$ cat src/rtl/hmss_pkg.sv
// Shared types, codes and constants of the height map store and sampler.
package hmss_pkg;

   // Store geometry and sample constants.
   localparam int MAX_VERTICES   = 262144;
   localparam int VERTEX_GAP     = 32;
   localparam int CHUNK_VERTICES = 10;
   localparam int ADDR_W         = $clog2(MAX_VERTICES);
   localparam int GAP_SHIFT      = $clog2(VERTEX_GAP);
   localparam int FRAC_W         = 8;
   localparam int CELL_W         = FRAC_W + GAP_SHIFT;
   localparam int CHUNK_OFFSET   = CHUNK_VERTICES * VERTEX_GAP;

   // Request kinds.
   localparam logic [2:0] KIND_WRITE   = 3'd0;
   localparam logic [2:0] KIND_RAISE   = 3'd1;
   localparam logic [2:0] KIND_LOWER   = 3'd2;
   localparam logic [2:0] KIND_READ    = 3'd3;
   localparam logic [2:0] KIND_SAMPLE  = 3'd4;
   localparam logic [2:0] KIND_CLEAR   = 3'd5;
   localparam logic [2:0] KIND_SPARE_A = 3'd6;
   localparam logic [2:0] KIND_SPARE_B = 3'd7;

   // Register indexes of the control port.
   localparam logic [2:0] CSR_ROW_VERTICES = 3'd0;
   localparam logic [2:0] CSR_MAP_WIDTH    = 3'd1;
   localparam logic [2:0] CSR_MAP_HEIGHT   = 3'd2;
   localparam logic [2:0] CSR_BASE_HEIGHT  = 3'd3;
   localparam logic [2:0] CSR_WATER_LEVEL  = 3'd4;
   localparam logic [2:0] CSR_VERTEX_COUNT = 3'd5;

   typedef enum logic [2:0] {
      OP_WRITE,
      OP_RAISE,
      OP_LOWER,
      OP_READ,
      OP_SAMPLE,
      OP_CLEAR,
      OP_NONE
   } op_type;

   typedef struct packed {
      logic [2:0]          kind;
      logic [17:0]         vertex_index;
      logic signed [15:0]  amount;
      logic signed [15:0]  bound;
      logic [23:0]         sample_x;
      logic [23:0]         sample_y;
   } req_type;

   typedef struct packed {
      logic signed [24:0]  result_value;
      logic                valid_res;
      logic                passable;
      logic signed [15:0]  lowest_seen;
      logic signed [15:0]  highest_seen;
   } rsp_type;

   typedef struct packed {
      logic [10:0]         row_vertices;
      logic [15:0]         map_width;
      logic [15:0]         map_height;
      logic signed [15:0]  base_height;
      logic signed [15:0]  water_level;
      logic [18:0]         vertex_count;
   } cfg_type;

   // One classified request waiting in the queue.
   typedef struct packed {
      op_type   op;
      req_type  req;
   } job_type;

endpackage

$ cat src/rtl/hmss_front.sv
// Front end: accepts requests, classifies them and queues them for the back end.
module hmss_front (
   input  logic             clock,
   input  logic             reset,
   input  logic             req_valid,
   output logic             req_ready,
   input  hmss_pkg::req_type req_data,
   input  logic             init_busy,
   output logic             job_valid,
   output hmss_pkg::job_type job_data,
   input  logic             job_pop
);

   hmss_pkg::job_type slot_ff [2];
   logic        wr_ptr_ff, wr_ptr_in;
   logic        rd_ptr_ff, rd_ptr_in;
   logic [1:0]  count_ff, count_in;
   logic        push;
   hmss_pkg::op_type op;

   // Decode the kind into an operation.
   always_comb begin
      case (req_data.kind)
         hmss_pkg::KIND_WRITE:  op = hmss_pkg::OP_WRITE;
         hmss_pkg::KIND_RAISE:  op = hmss_pkg::OP_RAISE;
         hmss_pkg::KIND_LOWER:  op = hmss_pkg::OP_LOWER;
         hmss_pkg::KIND_READ:   op = hmss_pkg::OP_READ;
         hmss_pkg::KIND_SAMPLE: op = hmss_pkg::OP_SAMPLE;
         hmss_pkg::KIND_CLEAR:  op = hmss_pkg::OP_CLEAR;
         default:               op = hmss_pkg::OP_NONE;
      endcase
   end

   // Two-entry queue; no request is taken while the store is being initialized.
   assign req_ready = (count_ff != 2'd2) && !init_busy;
   assign push      = req_valid && req_ready;
   assign job_valid = (count_ff != 2'd0);
   assign job_data  = slot_ff[rd_ptr_ff];

   always_comb begin
      wr_ptr_in = push ? !wr_ptr_ff : wr_ptr_ff;
      rd_ptr_in = job_pop ? !rd_ptr_ff : rd_ptr_ff;
      count_in  = count_ff + 2'(push) - 2'(job_pop);
   end

   always_ff @(posedge clock) begin
      if (reset) begin
         wr_ptr_ff <= 1'b0;
         rd_ptr_ff <= 1'b0;
         count_ff  <= 2'd0;
      end else begin
         wr_ptr_ff <= wr_ptr_in;
         rd_ptr_ff <= rd_ptr_in;
         count_ff  <= count_in;
      end
   end

   // Queue storage holds payload only.
   always_ff @(posedge clock) begin
      if (push) begin
         slot_ff[wr_ptr_ff] <= '{op: op, req: req_data};
      end
   end

endmodule

$ cat config.mk
export PLATFORM = sky130hd
export DESIGN_NAME = hmss_front
export DESIGN_NICKNAME = d
export VERILOG_FILES = /design/src/rtl/hmss_pkg.sv /design/src/rtl/hmss_front.sv
export SDC_FILE = /design/constraint.sdc
export NUM_CORES = 1
export LEC_CHECK = 0
export BUFFER_PORTS_ARGS = -buffer_cell sky130_fd_sc_hd__buf_2
export CORE_ASPECT_RATIO = 0.6
export CORE_UTILIZATION = 52
export DETAILED_ROUTE_END_ITERATION = 10
export PLACE_DENSITY_LB_ADDON = 0.15
export RECOVER_POWER = 100
export SETUP_SLACK_MARGIN = 0.05
export SLEW_MARGIN = 20
export SYNTH_ARGS = -nofsm -noshare
export SYNTH_HDL_FRONTEND = slang
export SYNTH_SLANG_ARGS = --single-unit
export TNS_END_PERCENT = 20
$ cat constraint.sdc
create_clock -name clock -period 4.6 [get_ports clock]
set_input_delay 0.23 -clock clock [delete_from_list [all_inputs] [get_ports clock]]
set_output_delay 0.23 -clock clock [all_outputs]
set_load 0.05 [all_outputs]
==> impl_metrics.sql <==
INSERT INTO impl_metrics (metric_group, metric, value, unit) VALUES
('synthesis', 'synthesis.area', '7998', 'um^2'),
('setup_path', 'data_arrival_time_of_the_worst_path', '3.04', 'ns'),
('synthesis', 'synthFlopType', 'sky130_fd_sc_hd__edfxtp_1', ''),
('min_path', 'worst_hold_path.num_cells', '3', ''),
('synthesis', 'synthMostInstantiatedCell', 'sky130_fd_sc_hd__edfxtp_1', ''),
('timing', 'timing.clock.skew', '0.005804', 'ns'),
('routing', 'first_pass_iters', '5', ''),
('power', 'p_leak', '0.003713', 'uW'),
('power', 'pwr_density_cell', '438.8', 'nW/um^2'),
('routing', 'initialDrtViolationCount', '222', ''),
('clock_network', 'clock_transition_at_the_register_clock_pins_on_the_worst_setup_and_hold_paths_after_cts', '0.06', 'ns'),
('clock_network', 'htreeDepth', '1', ''),
('routing', 'route.antenna.remaining_nets', '0', ''),
('placement', 'place_ws', '2.180', 'ns'),
('grt', 'grt_pass1_wl', '23.56', 'mm'),
('timing', 'final.period_utilization', '71.14', '%'),
('timing', 'rsz0062_at_grt', 'no', ''),
('final_layout', 'nNetsFinal', '786', ''),
('final_layout', 'final_layout_size_suffix_gt1_share', '24.96', '%'),
('timing', 'timing.final.ws_setup', '1.328', 'ns'),
('min_path', 'hp-class', 'primary input to flip-flop', ''),
('floorplan', 'floorplan.rows', '34', ''),
('outcome', 'status', 'finished with violations', ''),
('outcome', 'failed_checks', 'capacitance limit, slew limit', ''),
('placement', 'port-buffer-count', '211', ''),
('final_layout', 'layout-area-overhead-vs-synth', '32.26', '%'),
('clock_network', 'clock_path_buffers', '3', ''),
('grt', 'grt_pass1_vias', '4595', ''),
('synthesis', 'synth.cells.most_frequent', '208 x sky130_fd_sc_hd__edfxtp_1, 60 x sky130_fd_sc_hd__mux2_4, 44 x sky130_fd_sc_hd__mux2_2', ''),
('floorplan', 'num_io_pins', '212', ''),
('routing', 'wl', '15.54', 'mm'),
('run', 'cap_violations', '2', ''),
('clock_network', 'cts_tree', 'done', ''),
('final_layout', 'layout.core_utilization', '71.66', '%'),
('setup_path', 'critical_path.endpoint_type', 'output pin', ''),
('synthesis', 'post-synth-top-area-fraction', '78.10', '%'),
('setup_path', 'crit_path_start_kind', 'flip-flop', ''),
('synthesis', 'synthesis.instances', '352', ''),
('grt', 'globalRoute.totalOverflow', '0', ''),
('placement', 'final_weighted_congestion_of_routability_driven_global_placement', '0.7309', ''),
('routing', 'remaining_drc_errors', '0', ''),
('synthesis', 'post_synth_edffs', '208', ''),
('final_layout', 'filler_cell_count', '1011', ''),
('timing', 'maxSlewViolCount', '95', ''),
('timing', 'final-hold-violation-count', '0', ''),
('grt', 'grt.total_usage', '19.42', '%'),
('timing', 'period_minus_slack', '3.272', 'ns'),
('clock_network', 'clock_tree.root_cell', 'sky130_fd_sc_hd__clkbuf_16', ''),
('synthesis', 'syn-num-nets', '460', ''),
('synthesis', 'yosysUniqueCellTypes', '23', ''),
('timing', 'worstMarginPinSlew', '1.750', 'ns'),
('floorplan', 'initial_cell_density_of_the_core', '54.18', '%'),
('synthesis', 'synth_top_area_cell', 'sky130_fd_sc_hd__edfxtp_1', ''),
('timing', 'fin_tns_setup', '0', 'ns'),
('placement', 'hpwlAfterDp', '9.426', 'mm'),
('synthesis', 'ys_seq_elements', '213', ''),
('floorplan', 'die_x', '162.1', 'um'),
('timing', 'timing.fmax', '305.6', 'MHz'),
('synthesis', 'post_synth.cell_area_avg', '22.72', 'um^2'),
('power', 'worst_ir_drop_vdd', '0.2405', 'mV'),
('routing', 'num_vias', '4348', ''),
('setup_path', 'cp.required', '4.37', 'ns'),
('clock_network', 'clk_lat_worst_skew', '0.48', 'ns'),
('setup_path', 'timing.setup.critical_path_class', 'flip-flop to output pin', ''),
('routing', 'post_drt_wl_per_cell', '17.52', 'um'),
('timing', 'worst_slew_margin_rel', '-16.68', '%'),
('synthesis', 'ys_async_sr_fraction', '0', '%'),
('grt', 'largest_net_degree_at_the_start_of_global_routing', '61', ''),
('setup_path', 'worst-r2r-cell-count', '4', ''),
('clock_network', 'clock_sink_count', '213', ''),
('timing', 'setup_viol', '0', '');
-- registers in the layout (all words and copies together), names as in the netlist, named ones only --
register	count
rd_ptr_ff	1
wr_ptr_ff	1
count_ff	2
slot_ff	208
-- worst max-delay path, cell delays in order, from the launching register on --
cell and delay [ns]:
sky130_fd_sc_hd__dfxtp_2 1.34, sky130_fd_sc_hd__buf_12 0.42, sky130_fd_sc_hd__mux2_4 0.21, sky130_fd_sc_hd__clkbuf_1 0.53
-- path summary, 6_finish.rpt --
| kind | startpoint | end |
|---|---|---|
| setup / recovery | flip-flop | job_data[100] |
| hold / removal | job_pop | rd_ptr_ff |
| hold reg to reg | wr_ptr_ff | wr_ptr_ff |
| setup reg to reg | count_ff[0] | slot_ff[0][73] |
-- logic make-up (layout without fill, tap and decap cells) --
kind of cell,after synthesis,in the layout,share of synthesized area (%)
xor gates and xnor gates,3,3,0.3286
and+or+nand+nor,11,11,0.7198
DFF,213,213,79.35
AOI/OAI and AO/OA,3,3,0.2189
muxes,104,104,17.46
adders and majority gates,2,2,0.3128
buffers and inverters,16,353,1.611
-- cell usage in the layout (no fill, tap or decap), drive strengths merged, types with 2 or more instances in the layout --
cell,netlist,routed
xnor2,2,2
nor2,4,4
clkbuf,2,182
inv,2,3
clkinv,0,3
dfxtp,5,5
edfxtp,208,208
ha,2,2
buf,12,63
dlygate4sd3,0,102
mux2,104,104
-- per-layer routing --
metal	global-route usage [%]	vias up	routed length, um
li1	-	2038	-
met1	25.69	2114	6735
met2	32.29	168	7361
met3	5.140	28	1162
met4	4.790	0	278
met5	0	-	0
-- report_power, final --
group          switching [uW]  internal, uW  leakage (uW)  total, uW
Clock                     648           882      0.000303       1530
Combinational             561           255       0.00147        816
Sequential               45.3          2250       0.00195       2300
-- timing repair --
action	CTS	global route
endpoints found under the hold margin	211	0
resized for setup	0	0
hold buffers	102	0
-- final cells by class --
type / count / area (um^2) / share of cell area (%)
Multi-Input combinational cell: 123 / 1433 / 13.54
Clock inverter: 4 / 23.77 / 0.2247
Sequential cell: 213 / 6347 / 60.01
Clock buffer: 29 / 585.6 / 5.536
Inverter: 2 / 10.01 / 0.09463
Tap cell: 198 / 247.7 / 2.342
Timing Repair Buffer: 318 / 1931 / 18.25
-- per-stage QoR --
step / cell area, um^2 / std cells / total power, uW
4_1_cts: 10870 / 887 / 4743
6_report: 10580 / 887 / 4641
5_1_grt: 10580 / 887 / 4805
3_5_place_dp: 9241 / 752 / 3139
2_1_floorplan: 7998 / 352 / 2960
3_3_place_gp: 9241 / 752 / 3123
Power figures use the tool's default switching activity.
